$ cat config.mk
export PLATFORM = sky130hd
export DESIGN_NAME = adp_advertise_scheduler_core
export DESIGN_NICKNAME = d
export VERILOG_FILES = /design/src/rtl/core/adp_pkg.sv /design/src/rtl/core/adp_advertise_scheduler_core.sv /design/src/rtl/core/adp_mod_unit.sv /design/src/rtl/core/adp_seq.sv /design/src/rtl/core/adp_slot_dp.sv
export SDC_FILE = /design/constraint.sdc
export NUM_CORES = 1
export LEC_CHECK = 0
export ABC_AREA = 1
export BUFFER_PORTS_ARGS = -buffer_cell sky130_fd_sc_hd__buf_4
export CAP_MARGIN = 25
export CORE_ASPECT_RATIO = 0.8
export CORE_MARGIN = 2
export CORE_UTILIZATION = 50
export CTS_CLUSTER_DIAMETER = 100
export DETAILED_ROUTE_END_ITERATION = 6
export PLACE_DENSITY = 0.72
export REMOVE_ABC_BUFFERS = 1
export SYNTH_ARGS = -nofsm -noshare
export SYNTH_HDL_FRONTEND = slang
export SYNTH_SLANG_ARGS = --single-unit
$ cat constraint.sdc
create_clock -name clk -period 15 [get_ports clk]
set_clock_uncertainty 0.1 [all_clocks]
set_input_delay 3 -clock clk [delete_from_list [all_inputs] [get_ports clk]]
set_output_delay 3 -clock clk [all_outputs]
set_load 0.01 [all_outputs]
$ cat src/rtl/core/adp_pkg.sv
// Shared types, constants and microcode ROM for the ADP advertise scheduler.
// No dependencies; imported by every module of the block.
`default_nettype none

package adp_pkg;

    // Table geometry
    localparam int ENTRIES  = 8;
    localparam int IDX_W    = (ENTRIES > 1) ? $clog2(ENTRIES) : 1;
    localparam int MAX_RES  = 8;
    localparam int NRES_W   = $clog2(MAX_RES + 1);

    // Field widths
    localparam int FUNC_W   = 3;
    localparam int ID_W     = 64;
    localparam int VT_W     = 5;
    localparam int KIND_W   = 2;
    localparam int LFSR_W   = 16;
    localparam int CD_W     = 15;
    localparam int RANGE_W  = 14;
    localparam int MODC_W   = $clog2(LFSR_W + 1);

    // Arithmetic constants (ms)
    localparam int RANGE_MUL = 1000 * 2 / 5;
    localparam int BASE_MUL  = 1000 / 2;
    localparam int BASE_MIN  = 1000;

    localparam logic [LFSR_W-1:0] SEED_RESET = 16'hACE1;
    localparam logic [LFSR_W-1:0] LFSR_TAPS  = 16'hB400;

    // Configuration port
    localparam int PADDR_W = 3;
    localparam int PDATA_W = 32;
    localparam logic REG_SEED = 1'b0;

    // Function codes
    localparam logic [FUNC_W-1:0] FN_TICK     = 3'd0;
    localparam logic [FUNC_W-1:0] FN_ENABLE   = 3'd1;
    localparam logic [FUNC_W-1:0] FN_DISABLE  = 3'd2;
    localparam logic [FUNC_W-1:0] FN_READV    = 3'd3;
    localparam logic [FUNC_W-1:0] FN_DISCOVER = 3'd4;

    // Message kinds
    localparam logic [KIND_W-1:0] KIND_NONE   = 2'd0;
    localparam logic [KIND_W-1:0] KIND_AVAIL  = 2'd1;
    localparam logic [KIND_W-1:0] KIND_DEPART = 2'd2;
    localparam logic [KIND_W-1:0] KIND_FULL   = 2'd3;

    // Microcode
    localparam int PC_W = 5;

    typedef enum logic [3:0] {
        A_NOP,
        A_ACCEPT,
        A_INC_IDX,
        A_DEC,
        A_EMIT_AV,
        A_DRAW,
        A_RELOAD,
        A_LOAD_RAND,
        A_SCAN,
        A_INSERT,
        A_EMIT_FULL,
        A_EMIT_DEP
    } action_t;

    typedef enum logic [1:0] {
        W_NONE,
        W_IN,
        W_OUT,
        W_DIV
    } wait_t;

    typedef enum logic [3:0] {
        C_NEVER,
        C_ALWAYS,
        C_F_TICK,
        C_F_EN,
        C_F_DIS,
        C_F_RS,
        C_DUE,
        C_LAST,
        C_RS_SKIP,
        C_HIT,
        C_FOUND,
        C_NO_FREE
    } cond_t;

    typedef struct packed {
        action_t         action;
        wait_t           wt;
        cond_t           cond;
        logic [PC_W-1:0] target;
    } ctrl_t;

    typedef struct packed {
        logic item_valid;
        logic out_free;
        logic div_busy;
        logic f_tick;
        logic f_en;
        logic f_dis;
        logic f_rs;
        logic due;
        logic last_slot;
        logic rs_skip;
        logic hit;
        logic found;
        logic no_free;
    } status_t;

    // Program entry points
    localparam logic [PC_W-1:0] PC_IDLE    = 5'd0;
    localparam logic [PC_W-1:0] PC_TICK    = 5'd6;
    localparam logic [PC_W-1:0] PC_AV      = 5'd9;
    localparam logic [PC_W-1:0] PC_RS      = 5'd14;
    localparam logic [PC_W-1:0] PC_RS_NEXT = 5'd18;
    localparam logic [PC_W-1:0] PC_EN      = 5'd20;
    localparam logic [PC_W-1:0] PC_EN_DONE = 5'd22;
    localparam logic [PC_W-1:0] PC_FULL    = 5'd25;
    localparam logic [PC_W-1:0] PC_DIS     = 5'd26;
    localparam logic [PC_W-1:0] PC_DIS_HIT = 5'd29;

    function automatic ctrl_t mk(action_t a, wait_t w, cond_t c, logic [PC_W-1:0] t);
        ctrl_t cw;
        cw.action = a;
        cw.wt     = w;
        cw.cond   = c;
        cw.target = t;
        return cw;
    endfunction

    // Control store: condition true -> target, else pc + 1
    function automatic ctrl_t ucode_word(logic [PC_W-1:0] pc);
        ctrl_t cw;
        case (pc)
            // dispatch
            5'd0:  cw = mk(A_ACCEPT,    W_IN,   C_NEVER,   PC_IDLE);
            5'd1:  cw = mk(A_NOP,       W_NONE, C_F_TICK,  PC_TICK);
            5'd2:  cw = mk(A_NOP,       W_NONE, C_F_EN,    PC_EN);
            5'd3:  cw = mk(A_NOP,       W_NONE, C_F_DIS,   PC_DIS);
            5'd4:  cw = mk(A_NOP,       W_NONE, C_F_RS,    PC_RS);
            5'd5:  cw = mk(A_NOP,       W_NONE, C_ALWAYS,  PC_IDLE);
            // tick scan
            5'd6:  cw = mk(A_NOP,       W_NONE, C_DUE,     PC_AV);
            5'd7:  cw = mk(A_DEC,       W_NONE, C_LAST,    PC_IDLE);
            5'd8:  cw = mk(A_INC_IDX,   W_NONE, C_ALWAYS,  PC_TICK);
            5'd9:  cw = mk(A_EMIT_AV,   W_OUT,  C_NEVER,   PC_IDLE);
            5'd10: cw = mk(A_DRAW,      W_NONE, C_NEVER,   PC_IDLE);
            5'd11: cw = mk(A_NOP,       W_DIV,  C_NEVER,   PC_IDLE);
            5'd12: cw = mk(A_RELOAD,    W_NONE, C_LAST,    PC_IDLE);
            5'd13: cw = mk(A_INC_IDX,   W_NONE, C_ALWAYS,  PC_TICK);
            // readvertise / discover
            5'd14: cw = mk(A_NOP,       W_NONE, C_RS_SKIP, PC_RS_NEXT);
            5'd15: cw = mk(A_DRAW,      W_NONE, C_NEVER,   PC_IDLE);
            5'd16: cw = mk(A_NOP,       W_DIV,  C_NEVER,   PC_IDLE);
            5'd17: cw = mk(A_LOAD_RAND, W_NONE, C_NEVER,   PC_IDLE);
            5'd18: cw = mk(A_NOP,       W_NONE, C_LAST,    PC_IDLE);
            5'd19: cw = mk(A_INC_IDX,   W_NONE, C_ALWAYS,  PC_RS);
            // enable
            5'd20: cw = mk(A_SCAN,      W_NONE, C_LAST,    PC_EN_DONE);
            5'd21: cw = mk(A_INC_IDX,   W_NONE, C_ALWAYS,  PC_EN);
            5'd22: cw = mk(A_NOP,       W_NONE, C_FOUND,   PC_IDLE);
            5'd23: cw = mk(A_NOP,       W_NONE, C_NO_FREE, PC_FULL);
            5'd24: cw = mk(A_INSERT,    W_NONE, C_ALWAYS,  PC_IDLE);
            5'd25: cw = mk(A_EMIT_FULL, W_OUT,  C_ALWAYS,  PC_IDLE);
            // disable
            5'd26: cw = mk(A_NOP,       W_NONE, C_HIT,     PC_DIS_HIT);
            5'd27: cw = mk(A_NOP,       W_NONE, C_LAST,    PC_IDLE);
            5'd28: cw = mk(A_INC_IDX,   W_NONE, C_ALWAYS,  PC_DIS);
            5'd29: cw = mk(A_EMIT_DEP,  W_OUT,  C_ALWAYS,  PC_IDLE);
            default: cw = mk(A_NOP,     W_NONE, C_ALWAYS,  PC_IDLE);
        endcase
        return cw;
    endfunction

endpackage

`default_nettype wire

$ cat src/rtl/core/adp_advertise_scheduler_core.sv
// Top level of the ADP advertise scheduler: APB seed register and block wiring.
// Depends on adp_pkg, adp_seq, adp_slot_dp (with adp_mod_unit).
`default_nettype none

// ADP advertise scheduler. Keeps a table of ENTRIES (8) advertised entities,
// each with its id, valid time and a millisecond countdown. Transactions on
// the item channel: tick (func 0, one per millisecond), enable (1), disable
// (2), readvertise (3) and discover (4); entity_id 0 on readvertise/discover
// targets every entity. A tick emits "available" for each due entry in slot
// order and reloads it with max(1000, valid_time*500) ms plus a random delay
// of lfsr mod (valid_time*400) ms; a zero valid time gives zero delay.
// Disable emits "departing" and frees the slot; enable of a new id into a full
// table emits "table full". last_result marks the final result of a transaction.
// The block is driven by a microcoded sequencer: a 30-word control store steps
// a plain datapath one slot at a time. Items are handled one at a time;
// item_stall is low only in the dispatch step. After the accept, dispatch
// branches on the function code; an unused code returns to the accept step.
// A tick or readvertise/discover scan walks every slot in turn. Each due entry,
// and each slot hit by a readvertise/discover, waits on the bit-serial 16-step
// modulo unit that draws the random delay. Enable scans all slots before it
// inserts the id or reports a full table; disable scans until the slot that
// holds the id, or to the last slot. Results leave through a one-deep output
// register; the sequencer waits at an emit step only while that register is
// occupied and stalled.
// random_seed sits at byte address 0 of the APB port; writing it also loads
// the LFSR. Write it only while the block is idle.

module adp_advertise_scheduler_core (
    input  wire logic                        clk,
    input  wire logic                        rst_n,
    // configuration
    input  wire logic                        psel,
    input  wire logic                        penable,
    input  wire logic                        pwrite,
    input  wire logic [adp_pkg::PADDR_W-1:0] paddr,
    input  wire logic [adp_pkg::PDATA_W-1:0] pwdata,
    output logic [adp_pkg::PDATA_W-1:0]      prdata,
    output logic                             pready,
    // item channel
    input  wire logic                        item_valid,
    output logic                             item_stall,
    input  wire logic [adp_pkg::FUNC_W-1:0]  func,
    input  wire logic [adp_pkg::ID_W-1:0]    entity_id,
    input  wire logic [adp_pkg::VT_W-1:0]    valid_time,
    // result channel
    output logic                             result_valid,
    input  wire logic                        result_stall,
    output logic [adp_pkg::KIND_W-1:0]       message_kind,
    output logic [adp_pkg::ID_W-1:0]         out_entity_id,
    output logic [adp_pkg::VT_W-1:0]         out_valid_time,
    output logic                             last_result
);
    import adp_pkg::*;

    logic [LFSR_W-1:0] seed_reg;
    logic              reg_sel;
    logic              seed_wr;
    ctrl_t             ctrl;
    status_t           st;
    logic              step;

    // APB: single register, word aligned; pready tied high
    assign reg_sel = paddr[PADDR_W-1];
    assign seed_wr = psel && penable && pwrite && (reg_sel == REG_SEED);
    assign pready  = 1'b1;
    assign prdata  = (reg_sel == REG_SEED) ? PDATA_W'(seed_reg) : '0;

    always_ff @(posedge clk or negedge rst_n)
    begin
        if (!rst_n)
            seed_reg <= SEED_RESET;
        else if (seed_wr)
            seed_reg <= pwdata[LFSR_W-1:0];
    end

    // the dispatch word is the only step that takes an item
    assign item_stall = (ctrl.action != A_ACCEPT);

    adp_seq u_seq (
        .clk   (clk),
        .rst_n (rst_n),
        .st    (st),
        .ctrl  (ctrl),
        .step  (step)
    );

    adp_slot_dp u_dp (
        .clk            (clk),
        .rst_n          (rst_n),
        .ctrl           (ctrl),
        .step           (step),
        .item_valid     (item_valid),
        .func           (func),
        .entity_id      (entity_id),
        .valid_time     (valid_time),
        .seed_wr        (seed_wr),
        .seed_val       (pwdata[LFSR_W-1:0]),
        .result_stall   (result_stall),
        .st             (st),
        .result_valid   (result_valid),
        .message_kind   (message_kind),
        .out_entity_id  (out_entity_id),
        .out_valid_time (out_valid_time),
        .last_result    (last_result)
    );

endmodule

`default_nettype wire

$ cat src/rtl/core/adp_mod_unit.sv
// Bit-serial restoring modulo unit: LFSR value mod random range.
// Depends on adp_pkg.
`default_nettype none

module adp_mod_unit (
    input  wire logic                        clk,
    input  wire logic                        rst_n,
    input  wire logic                        start,
    input  wire logic [adp_pkg::LFSR_W-1:0]  dividend,
    input  wire logic [adp_pkg::RANGE_W-1:0] divisor,
    output logic                             busy,
    output logic [adp_pkg::RANGE_W-1:0]     remainder
);
    import adp_pkg::*;

    logic [MODC_W-1:0]  cnt_reg, cnt_next;
    logic [LFSR_W-1:0]  q_reg;
    logic [RANGE_W-1:0] r_reg;
    logic [RANGE_W-1:0] d_reg;
    logic               zero_reg;

    logic [RANGE_W:0]   trial;
    logic [RANGE_W:0]   diff;
    logic [RANGE_W-1:0] r_step;

    always_comb
    begin
        trial  = {r_reg, q_reg[LFSR_W-1]};
        diff   = trial - {1'b0, d_reg};
        // remainder stays below divisor, so both fit RANGE_W bits
        r_step = (trial >= {1'b0, d_reg}) ? diff[RANGE_W-1:0] : trial[RANGE_W-1:0];
        if (start)
            cnt_next = MODC_W'(LFSR_W);
        else if (cnt_reg != '0)
            cnt_next = cnt_reg - 1'b1;
        else
            cnt_next = cnt_reg;
    end

    always_ff @(posedge clk or negedge rst_n)
    begin
        if (!rst_n)
            cnt_reg <= '0;
        else
            cnt_reg <= cnt_next;
    end

    always_ff @(posedge clk)
    begin
        if (start)
        begin
            q_reg    <= dividend;
            r_reg    <= '0;
            d_reg    <= divisor;
            zero_reg <= (divisor == '0);
        end
        else if (cnt_reg != '0)
        begin
            q_reg <= {q_reg[LFSR_W-2:0], 1'b0};
            r_reg <= r_step;
        end
    end

    assign busy      = (cnt_reg != '0);
    assign remainder = zero_reg ? '0 : r_reg;

endmodule

`default_nettype wire

$ cat src/rtl/core/adp_seq.sv
// Microcode sequencer: step counter, control store lookup, waits and branches.
// Depends on adp_pkg (ucode_word, ctrl_t, status_t).
`default_nettype none

module adp_seq (
    input  wire logic             clk,
    input  wire logic             rst_n,
    input  wire adp_pkg::status_t st,
    output adp_pkg::ctrl_t        ctrl,
    output logic                  step
);
    import adp_pkg::*;

    logic [PC_W-1:0] pc_reg, pc_next;
    logic            hold;
    logic            taken;

    always_comb
    begin
        ctrl = ucode_word(pc_reg);

        case (ctrl.wt)
            W_NONE:  hold = 1'b0;
            W_IN:    hold = !st.item_valid;
            W_OUT:   hold = !st.out_free;
            W_DIV:   hold = st.div_busy;
            default: hold = 1'b0;
        endcase

        case (ctrl.cond)
            C_NEVER:   taken = 1'b0;
            C_ALWAYS:  taken = 1'b1;
            C_F_TICK:  taken = st.f_tick;
            C_F_EN:    taken = st.f_en;
            C_F_DIS:   taken = st.f_dis;
            C_F_RS:    taken = st.f_rs;
            C_DUE:     taken = st.due;
            C_LAST:    taken = st.last_slot;
            C_RS_SKIP: taken = st.rs_skip;
            C_HIT:     taken = st.hit;
            C_FOUND:   taken = st.found;
            C_NO_FREE: taken = st.no_free;
            default:   taken = 1'b0;
        endcase

        step = !hold;
        if (hold)
            pc_next = pc_reg;
        else if (taken)
            pc_next = ctrl.target;
        else
            pc_next = pc_reg + 1'b1;
    end

    always_ff @(posedge clk or negedge rst_n)
    begin
        if (!rst_n)
            pc_reg <= PC_IDLE;
        else
            pc_reg <= pc_next;
    end

endmodule

`default_nettype wire

$ cat src/rtl/core/adp_slot_dp.sv
// Datapath: slot table, scan index, LFSR, reload arithmetic, result register.
// Depends on adp_pkg and adp_mod_unit; driven by adp_seq control words.
`default_nettype none

module adp_slot_dp (
    input  wire logic                       clk,
    input  wire logic                       rst_n,
    input  wire adp_pkg::ctrl_t             ctrl,
    input  wire logic                       step,
    input  wire logic                       item_valid,
    input  wire logic [adp_pkg::FUNC_W-1:0] func,
    input  wire logic [adp_pkg::ID_W-1:0]   entity_id,
    input  wire logic [adp_pkg::VT_W-1:0]   valid_time,
    input  wire logic                       seed_wr,
    input  wire logic [adp_pkg::LFSR_W-1:0] seed_val,
    input  wire logic                       result_stall,
    output adp_pkg::status_t                st,
    output logic                            result_valid,
    output logic [adp_pkg::KIND_W-1:0]      message_kind,
    output logic [adp_pkg::ID_W-1:0]        out_entity_id,
    output logic [adp_pkg::VT_W-1:0]        out_valid_time,
    output logic                            last_result
);
    import adp_pkg::*;

    // slot table
    logic [ENTRIES-1:0] slot_used_reg;
    logic [ID_W-1:0]    slot_entity_reg [ENTRIES];
    logic [VT_W-1:0]    slot_vt_reg     [ENTRIES];
    logic [CD_W-1:0]    slot_cd_reg     [ENTRIES];

    // transaction capture and scan state
    logic [FUNC_W-1:0]  func_reg;
    logic [ID_W-1:0]    id_reg;
    logic [VT_W-1:0]    vt_reg;
    logic [IDX_W-1:0]   idx_reg;
    logic [NRES_W-1:0]  nres_reg;
    logic               found_reg;
    logic               free_found_reg;
    logic [IDX_W-1:0]   free_idx_reg;
    logic [LFSR_W-1:0]  lfsr_reg;

    // result register
    logic               res_valid_reg;
    logic [KIND_W-1:0]  res_kind_reg;
    logic [ID_W-1:0]    res_id_reg;
    logic [VT_W-1:0]    res_vt_reg;
    logic               res_last_reg;

    action_t            act;
    logic               u_cur;
    logic [ID_W-1:0]    e_cur;
    logic [VT_W-1:0]    vt_cur;
    logic [CD_W-1:0]    cd_cur;
    logic [ENTRIES-1:0] due_mask;
    logic               later_due;
    logic               av_last;
    logic               match;
    logic [LFSR_W-1:0]  lfsr_step;
    logic [RANGE_W-1:0] range_cur;
    logic [RANGE_W-1:0] base_mul;
    logic [RANGE_W-1:0] base;
    logic [CD_W-1:0]    reload;
    logic               div_busy;
    logic [RANGE_W-1:0] rnd;
    logic [IDX_W-1:0]   wr_idx;
    logic               out_free;

    always_comb
    begin
        act    = step ? ctrl.action : A_NOP;
        u_cur  = slot_used_reg[idx_reg];
        e_cur  = slot_entity_reg[idx_reg];
        vt_cur = slot_vt_reg[idx_reg];
        cd_cur = slot_cd_reg[idx_reg];

        // due slots ahead of the scan decide whether this result closes the tick
        later_due = 1'b0;
        for (int j = 0; j < ENTRIES; j++)
        begin
            due_mask[j] = slot_used_reg[j] && (slot_cd_reg[j] == '0);
            if (IDX_W'(j) > idx_reg)
                later_due = later_due | due_mask[j];
        end
        av_last = (nres_reg == NRES_W'(MAX_RES - 1)) || !later_due;

        match     = u_cur && (e_cur == id_reg);
        lfsr_step = (lfsr_reg >> 1) ^ (lfsr_reg[0] ? LFSR_TAPS : '0);
        range_cur = RANGE_W'(vt_cur) * RANGE_W'(RANGE_MUL);
        base_mul  = RANGE_W'(vt_cur) * RANGE_W'(BASE_MUL);
        base      = (base_mul < RANGE_W'(BASE_MIN)) ? RANGE_W'(BASE_MIN) : base_mul;
        reload    = CD_W'(base) + CD_W'(rnd);
        wr_idx    = (act == A_INSERT) ? free_idx_reg : idx_reg;
        out_free  = !res_valid_reg || !result_stall;

        st.item_valid = item_valid;
        st.out_free   = out_free;
        st.div_busy   = div_busy;
        st.f_tick     = (func_reg == FN_TICK);
        st.f_en       = (func_reg == FN_ENABLE);
        st.f_dis      = (func_reg == FN_DISABLE);
        st.f_rs       = (func_reg == FN_READV) || (func_reg == FN_DISCOVER);
        st.due        = u_cur && (cd_cur == '0) && (nres_reg < NRES_W'(MAX_RES));
        st.last_slot  = (idx_reg == IDX_W'(ENTRIES - 1));
        st.rs_skip    = !(u_cur && ((id_reg == '0) || (e_cur == id_reg)));
        st.hit        = match;
        st.found      = found_reg;
        st.no_free    = !free_found_reg;
    end

    adp_mod_unit u_mod (
        .clk       (clk),
        .rst_n     (rst_n),
        .start     (act == A_DRAW),
        .dividend  (lfsr_step),
        .divisor   (range_cur),
        .busy      (div_busy),
        .remainder (rnd)
    );

    // control state
    always_ff @(posedge clk or negedge rst_n)
    begin
        if (!rst_n)
        begin
            idx_reg        <= '0;
            nres_reg       <= '0;
            found_reg      <= 1'b0;
            free_found_reg <= 1'b0;
            slot_used_reg  <= '0;
            lfsr_reg       <= SEED_RESET;
            res_valid_reg  <= 1'b0;
        end
        else
        begin
            if (seed_wr)
                lfsr_reg <= seed_val;
            else if (act == A_DRAW)
                lfsr_reg <= lfsr_step;

            case (act)
                A_ACCEPT:
                begin
                    idx_reg        <= '0;
                    nres_reg       <= '0;
                    found_reg      <= 1'b0;
                    free_found_reg <= 1'b0;
                end
                A_INC_IDX:
                    idx_reg <= idx_reg + 1'b1;
                A_EMIT_AV:
                    nres_reg <= nres_reg + 1'b1;
                A_SCAN:
                begin
                    if (match)
                        found_reg <= 1'b1;
                    if (!u_cur)
                        free_found_reg <= 1'b1;
                end
                A_INSERT:
                    slot_used_reg[free_idx_reg] <= 1'b1;
                A_EMIT_DEP:
                    slot_used_reg[idx_reg] <= 1'b0;
                default:
                    ;
            endcase

            if ((act == A_EMIT_AV) || (act == A_EMIT_FULL) || (act == A_EMIT_DEP))
                res_valid_reg <= 1'b1;
            else if (!result_stall)
                res_valid_reg <= 1'b0;
        end
    end

    // payload
    always_ff @(posedge clk)
    begin
        case (act)
            A_ACCEPT:
            begin
                func_reg <= func;
                id_reg   <= entity_id;
                vt_reg   <= valid_time;
            end
            A_DEC:
                if (u_cur && (cd_cur != '0))
                    slot_cd_reg[wr_idx] <= cd_cur - 1'b1;
            A_RELOAD:
                slot_cd_reg[wr_idx] <= reload;
            A_LOAD_RAND:
                slot_cd_reg[wr_idx] <= CD_W'(rnd);
            A_SCAN:
                if (!u_cur && !free_found_reg)
                    free_idx_reg <= idx_reg;
            A_INSERT:
            begin
                slot_entity_reg[wr_idx] <= id_reg;
                slot_vt_reg[wr_idx]     <= vt_reg;
                slot_cd_reg[wr_idx]     <= '0;
            end
            A_EMIT_AV:
            begin
                res_kind_reg <= KIND_AVAIL;
                res_id_reg   <= e_cur;
                res_vt_reg   <= vt_cur;
                res_last_reg <= av_last;
            end
            A_EMIT_DEP:
            begin
                res_kind_reg <= KIND_DEPART;
                res_id_reg   <= e_cur;
                res_vt_reg   <= vt_cur;
                res_last_reg <= 1'b1;
            end
            A_EMIT_FULL:
            begin
                res_kind_reg <= KIND_FULL;
                res_id_reg   <= id_reg;
                res_vt_reg   <= vt_reg;
                res_last_reg <= 1'b1;
            end
            default:
                ;
        endcase
    end

    assign result_valid   = res_valid_reg;
    assign message_kind   = res_kind_reg;
    assign out_entity_id  = res_id_reg;
    assign out_valid_time = res_vt_reg;
    assign last_result    = res_last_reg;

endmodule

`default_nettype wire

==> impl_summary.txt, run 1 <==
----------------------------------------------------
[Finish]
  Layout overhead on the synthesized area ... 12.52%
  Number of diodes ... 0
  Flip-flop count of the largest register, all copies and words added ... 512
  Count of nets after finishing ... 4505
  Proportion of layout cells with a drive suffix above 1 ... 10.29%
  Most frequent standard cell in the layout excluding fill and tap cells ... sky130_fd_sc_hd__nand2_1
  Fill cell count ... 6939
  Final instance area ... 47440 µm²
  Leading cell types in the layout, fill and taps excluded ... 1793 x sky130_fd_sc_hd__nand2_1, 846 x sky130_fd_sc_hd__edfxtp_1, 263 x sky130_fd_sc_hd__inv_1, 221 x sky130_fd_sc_hd__buf_4, 195 x sky130_fd_sc_hd__o21ai_0
  Non-Filler Instances ... 5489

[Drt]
  Pre-Repair DR Iteration Count ... 6
  Final Routed Wirelength ... 107.3 mm
  Highest Signal Layer ... met5
  Via count ... 29910
  Post-route DRC ... 0
  WL/cell ... 19.55 µm
  Met3 layer wire length in the routed design ... 10.69 mm
  Number of nets with antenna violations after routing ... 0
  Routed wl met2 ... 48.30 mm
  DRC violation total after the first TritonRoute iteration ... 3587
  Wire length on met1 ... 45.89 mm
  Post-detailed-route via-to-cell ratio ... 5.448

[Timing]
  Final Hold Viols ... 0
  Total of endpoints with negative setup slack in the final report ... 0
  F_max ... 99.26 MHz
  Max-slew violations ... 0
  Final TNS setup ... 0 ps
  Time the final worst path needs with I/O delays and setup ... 10070 ps
  Slew of the pin with the lowest slew margin ... 1178 ps
  RSZ-0062 raised after global routing ... false
  Final Cycle Share ... 67.16%
  Relative slew slack ... 20.72%

[Worst setup path]
  Required time worst endpoint ... 15250 ps
  Critical path's slowest cell ... sky130_fd_sc_hd__dfrtp_4
  Critical-path maximum fanout ... 52
  CP arrival ... 10320 ps
  Biggest cell delay along the critical path ... 980 ps
  Kind of start point of the critical path ... register
  Crit. End Element ... register
  Worst setup path category ... register to register

[Synthesis]
  Number of instances in the synthesized netlist ... 4150
  Seq/Total Area, Yosys ... 64.53%
  Post-synth top flop ... sky130_fd_sc_hd__edfxtp_1
  Number of enable flip-flop cells after synthesis ... 846
  Count of state elements after synthesis ... 920
  Number of warning messages in the yosys log ... 0
  Syn Area/Cell ... 10.16 µm²
  Number of different library cells in the post-synthesis netlist ... 55
  Proportion of register bits with asynchronous set or reset after synthesis ... 6.522%
  Synthesized cell area ... 42160 µm²

[Pwr]
  Total power per unit cell area ... 243.0 nW/µm²
  Static leakage power ... 19.82 nW
  Worst-case vdd ir drop ... 0.3841 mV

[Place]
  Number of instances in the placed design ... 5325
  Number of port buffers ... 185
  Detailed placer's ending HPWL ... 65.73 mm
  Cell area after placement ... 44440 µm²
  Final RePlAce weighted congestion ... 0.9055

[Floorplanning]
  Die area ... 86670 µm²
  Floorplan Core Area ... 83800 µm²
  Site row count ... 95
  I/O pin total ... 221
  Starting density of the core ... 50.31%
  Die X-Extent ... 328.7 µm
  Vertical die dimension ... 263.7 µm

[Clock network]
  Worst skew pair latency ... 660 ps
  Clock transition at path regs ... 60 ps
  Setup Buffers After CTS ... 0
  Clock tree from TritonCTS ... yes
  Cells resized by post-CTS repair ... 0
  Root Driver ... sky130_fd_sc_hd__clkbuf_16
  Maximum clock path buffer count ... 3
  Clock Sink Count ... 920
  Total of hold buffers inserted after clock tree synthesis ... 0
  Number of buffers inserted during clock tree synthesis ... 90
  Number of H-tree levels ... 3

[Status]
  Status ... finished, final reports clean

[Min path]
  Tightest Hold Check Type ... register to register

[Global route]
  Antenna violations before repair ... 2
  Overall fraction of global-route tracks in use ... 24.59%
  Global-route wire length before repair ... 162.9 mm
  Via count of the first global-routing pass ... 27830
  Pin count of the biggest net entering global routing ... 169
  Total global routing overflow ... 0

[Run]
  Max-cap violations ... 0

----------------------------------------------------
stage by stage:
step	utilization [%]	hold WS [ps]	setup slack, ps	total power [mW]
after global routing	56.61	402.5	4394	12.31
after global placement	52.98	356.5	5211	9.019
after floorplan	-	344.0	779.4	7.940
final	56.61	373.6	4926	11.53
after detailed placement	53.03	359.4	5142	9.146
after CTS	56.59	375.1	5080	11.47
worst max-delay path: cells and delay by family, from the launching register on:
family	cells	cell delay [ps]
compound gates	13	2790
xor+xnor	1	230
fa+ha+maj	5	2470
buf+inv	7	1710
flops	1	980
simple gates	7	1460
layout make-up:
cell class | count | area (µm²) | share of cell area, %
tap | 1115 | 1395 | 2.941
multi-input combinational | 2783 | 13020 | 27.45
sequential | 920 | 27220 | 57.37
inverter | 283 | 1084 | 2.284
timing repair buffer | 225 | 1738 | 3.664
clock inverter | 48 | 549.3 | 1.158
clock buffer | 115 | 2431 | 5.125
cells in the mapped netlist, drive strengths merged (2+ instances only):
cell	instances	share of area (%)
conb	2	0.018
a21o	3	0.053
a21oi	85	1.0
clkbuf	26	0.23
nand2	1801	16
o21a	4	0.071
fa	13	0.62
xor2	36	0.75
a31oi	3	0.045
o21bai	3	0.053
nand4	62	0.93
o31ai	3	0.053
nor4	40	0.59
inv	283	2.5
o22ai	2	0.030
dfstp	16	1.0
ha	75	2.2
xnor2	14	0.29
a2bb2oi	4	0.083
o21ai	218	2.6
nor3	28	0.34
nor2	194	2.0
edfxtp	846	60
a22o	15	0.31
nand3	106	1.3
o2111ai	2	0.042
or4	2	0.036
a221oi	10	0.21
o211ai	22	0.39
o221ai	2	0.042
nand3b	3	0.053
dfrtp	44	2.6
buf	153	2.3
or2	4	0.059
a22oi	6	0.11
a211oi	3	0.053
dfxtp	14	0.66
cell families (layout without fill, tap and decap cells):
kind of cell	count (synthesis)	count (layout)	share of synthesized area, %
xor+xnor	50	50	1.039
other cells	2	17	0.01781
flops	920	920	64.53
compound gates	386	386	5.161
simple gates	2242	2242	21.37
buf+inv	462	671	5.033
fa+ha+maj	88	88	2.843
final timing paths:
path	start	to	slack, ps	cells past startpoint
worst max-delay path	u_dp.idx_reg[2]$_DFFE_PN0P_	u_dp.slot_cd_reg[1][14]$_DFFE_PP_	4930	33
worst min-delay path	u_dp.u_mod.cnt_reg[1]$_DFFE_PN0P_	u_dp.u_mod.cnt_reg[1]$_DFFE_PN0P_	370	2
worst max register to register	u_dp.idx_reg[2]$_DFFE_PN0P_	u_dp.slot_cd_reg[1][14]$_DFFE_PP_	4930	33
worst min register to register	u_dp.u_mod.cnt_reg[1]$_DFFE_PN0P_	u_dp.u_mod.cnt_reg[1]$_DFFE_PN0P_	370	2
max in group asynchronous	rst_n	u_dp.idx_reg[0]$_DFFE_PN0P_	11810	1
min in group asynchronous	rst_n	seed_reg[8]$_DFFE_PN0P_	2340	1
power breakdown:
| part | internal (mW) | switching [mW] | leakage, nW |
|---|---|---|---|
| Sequential | 3.63 | 0.416 | 8.52 |
| Clock | 1.34 | 0.961 | 1.45 |
| Combinational | 1.74 | 3.44 | 9.85 |
per-layer routing:
| metal | GRT usage [%] | vias to the layer above |
|---|---|---|
| met4 | 6.195 | 2 |
| li1 | - | 14180 |
| met5 | 0 | - |
| met2 | 37.51 | 1466 |
| met3 | 4.220 | 165 |
| met1 | 36.69 | 14100 |
Power figures use the tool's default switching activity.
==> run 2: changes to the inputs <==
Clock period 15 ns to 9.95 ns, I/O delays scaled along.
==> run 2 against run 1 <==
Against the previous run:
- combinational power increased by 51%
- count of clock-buffer cells in the layout grew 2
- non-clock buffer count is 9 higher
- sequential share of layout area barely moved
- critical path depth shrank 1
- first-iteration DRC count fell by 9.3%
- global-route usage up 0.29 points
- via count shrank 0.17%
==> impl_summary.txt, run 2 (same netlist as run 1, synthesis figures left out) <==
----------------------------------------------------
[Worst setup path]
  Required time worst endpoint ... 10230 ps
  Reg-to-reg slack, setup ... 1140 ps
  Startpoint of the lowest-slack register-to-register path ... u_dp.idx_reg[1]$_DFFE_PN0P_
  Worst setup path category ... register to register
  Critical path's slowest cell ... sky130_fd_sc_hd__buf_12
  CP arrival ... 9080 ps
  Critical-path maximum fanout ... 153
  Endpoint of the worst register-to-register path ... u_dp.slot_cd_reg[0][14]$_DFFE_PP_
  Depth of the most critical reg-to-reg path ... 32
  Biggest cell delay along the critical path ... 610 ps
  Kind of start point of the critical path ... register
  Crit. End Element ... register

[Drt]
  Post-detailed-route via-to-cell ratio ... 5.426
  DRC violation total after the first TritonRoute iteration ... 3252
  WL/cell ... 19.67 µm
  Final Routed Wirelength ... 108.2 mm
  Post-route DRC ... 0
  Pre-Repair DR Iteration Count ... 6
  Number of nets with antenna violations after routing ... 0
  Via count ... 29850

[Clock network]
  Worst skew pair latency ... 660 ps
  Root Driver ... sky130_fd_sc_hd__clkbuf_16
  Maximum clock path buffer count ... 3
  Clock Sink Count ... 920
  Clock transition at path regs ... 70 ps
  Cells resized by post-CTS repair ... 0
  Total of hold buffers inserted after clock tree synthesis ... 0
  Setup Buffers After CTS ... 0
  Number of H-tree levels ... 3
  Clock tree from TritonCTS ... yes
  Number of buffers inserted during clock tree synthesis ... 91

[Pwr]
  Static leakage power ... 19.83 nW
  Worst-case vdd ir drop ... 0.6004 mV
  Total power per unit cell area ... 363.2 nW/µm²
  Power Total ... 17.23 mW

[Timing]
  Final TNS setup ... 0 ps
  Time the final worst path needs with I/O delays and setup ... 8809 ps
  Final Hold Viols ... 0
  Final worst hold slack ... 386.4 ps
  Final Cycle Share ... 88.53%
  Max-slew violations ... 0
  RSZ-0062 raised after global routing ... false
  F_max ... 113.5 MHz
  Total of endpoints with negative setup slack in the final report ... 0
  Relative slew slack ... 28.84%
  Slew of the pin with the lowest slew margin ... 1064 ps

[Finish]
  Flip-flop count of the largest register, all copies and words added ... 512
  Count of nets after finishing ... 4515
  Post-layout utilization of the core ... 56.61%
  Proportion of layout cells with a drive suffix above 1 ... 10.37%
  Non-Filler Instances ... 5502
  Most frequent standard cell in the layout excluding fill and tap cells ... sky130_fd_sc_hd__nand2_1
  Leading cell types in the layout, fill and taps excluded ... 1793 x sky130_fd_sc_hd__nand2_1, 846 x sky130_fd_sc_hd__edfxtp_1, 263 x sky130_fd_sc_hd__inv_1, 227 x sky130_fd_sc_hd__buf_4, 195 x sky130_fd_sc_hd__o21ai_0
  Layout overhead on the synthesized area ... 12.53%

[Min path]
  Hold Path Stages ... 2
  Worst hold path endpoint ... u_dp.u_mod.cnt_reg[1]$_DFFE_PN0P_
  Source of the worst hold timing path ... u_dp.u_mod.cnt_reg[1]$_DFFE_PN0P_
  Tightest Hold Check Type ... register to register

[Floorplanning]
  Vertical die dimension ... 263.7 µm
  Die X-Extent ... 328.7 µm
  Die area ... 86670 µm²
  I/O pin total ... 221
  Site row count ... 95
  Floorplan Core Area ... 83800 µm²
  Starting density of the core ... 50.31%

[Global route]
  Global-route wire length before repair ... 164.8 mm
  Via count of the first global-routing pass ... 28020
  Pin count of the biggest net entering global routing ... 154
  Overall fraction of global-route tracks in use ... 24.88%
  Antenna violations before repair ... 1
  Total global routing overflow ... 0

[Place]
  Final RePlAce weighted congestion ... 0.9147
  Number of port buffers ... 185
  Number of instances in the placed design ... 5331
  Detailed placer's ending HPWL ... 66.40 mm

[Run]
  Max-cap violations ... 0

[Status]
  Status ... finished, final reports clean

----------------------------------------------------
-- run 2: cell count changes in the layout (fill, tap and decap cells not counted), moves of 2 or more --
cell and change:
sky130_fd_sc_hd__clkinv_1 +7, sky130_fd_sc_hd__nor3_4 +2, sky130_fd_sc_hd__clkbuf_4 -3, sky130_fd_sc_hd__clkinv_8 +2
sky130_fd_sc_hd__clkbuf_8 +4, sky130_fd_sc_hd__bufinv_16 -8, sky130_fd_sc_hd__clkinvlp_4 -2, sky130_fd_sc_hd__buf_16 +2
sky130_fd_sc_hd__buf_8 +2, sky130_fd_sc_hd__buf_4 +6, sky130_fd_sc_hd__nor3_2 -2
-- run 2: how the worst max path moves through the flow --
stage                                     start                           endpoint  slack (ps)  cells after the start
floorplan           u_dp.idx_reg[0]$_DFFE_PN0P_  u_dp.slot_cd_reg[0][14]$_DFFE_PP_       -4270                     33
global placement    u_dp.idx_reg[1]$_DFFE_PN0P_  u_dp.slot_cd_reg[1][14]$_DFFE_PP_        1350                     32
detailed placement  u_dp.idx_reg[1]$_DFFE_PN0P_  u_dp.slot_cd_reg[0][14]$_DFFE_PP_        1260                     32
CTS                 u_dp.idx_reg[1]$_DFFE_PN0P_  u_dp.slot_cd_reg[1][14]$_DFFE_PP_        1210                     32
global route        u_dp.idx_reg[1]$_DFFE_PN0P_  u_dp.slot_cd_reg[0][14]$_DFFE_PP_         570                     31
finish              u_dp.idx_reg[1]$_DFFE_PN0P_  u_dp.slot_cd_reg[0][14]$_DFFE_PP_        1140                     32
-- run 2: worst max-delay path: cells and delay by family, from the launching register on --
kind | cells | cell delay [ps]
simple gates | 8 | 1930
buf+inv | 5 | 820
compound gates | 13 | 2610
fa+ha+maj | 5 | 2340
flops | 1 | 440
xor+xnor | 1 | 260
-- run 2: power by group --
part,switching (mW),internal (mW)
Sequential,0.632,5.47
Combinational,5.17,2.64
Clock,1.47,1.85
-- run 2: per-stage QoR --
stage	setup WS, ps	cell area, µm²
floorplan	-4271	41170
CTS	1209	47380
finish	1141	47440
detailed placement	1257	44510
global placement	1353	44460
global route	571.5	47440
-- run 2: per-layer routing --
metal,vias up,wire length [µm],GRT usage [%]
met2,1314,48270,37.72
met1,14190,47280,36.72
met5,-,0,0
li1,14200,-,-
met3,150,10250,4.813
met4,0,2423,6.849
-- run 2: cell type report --
type / count / area (µm²)
Sequential cell: 920 / 27220
Multi-Input combinational cell: 2783 / 13040
Inverter: 283 / 1084
Clock buffer: 117 / 2489
Timing Repair Buffer: 234 / 1842
Antenna cell: 1 / 2.502
Tap cell: 1115 / 1395
Clock inverter: 49 / 376.6
Fill cell: 6945 / 36360
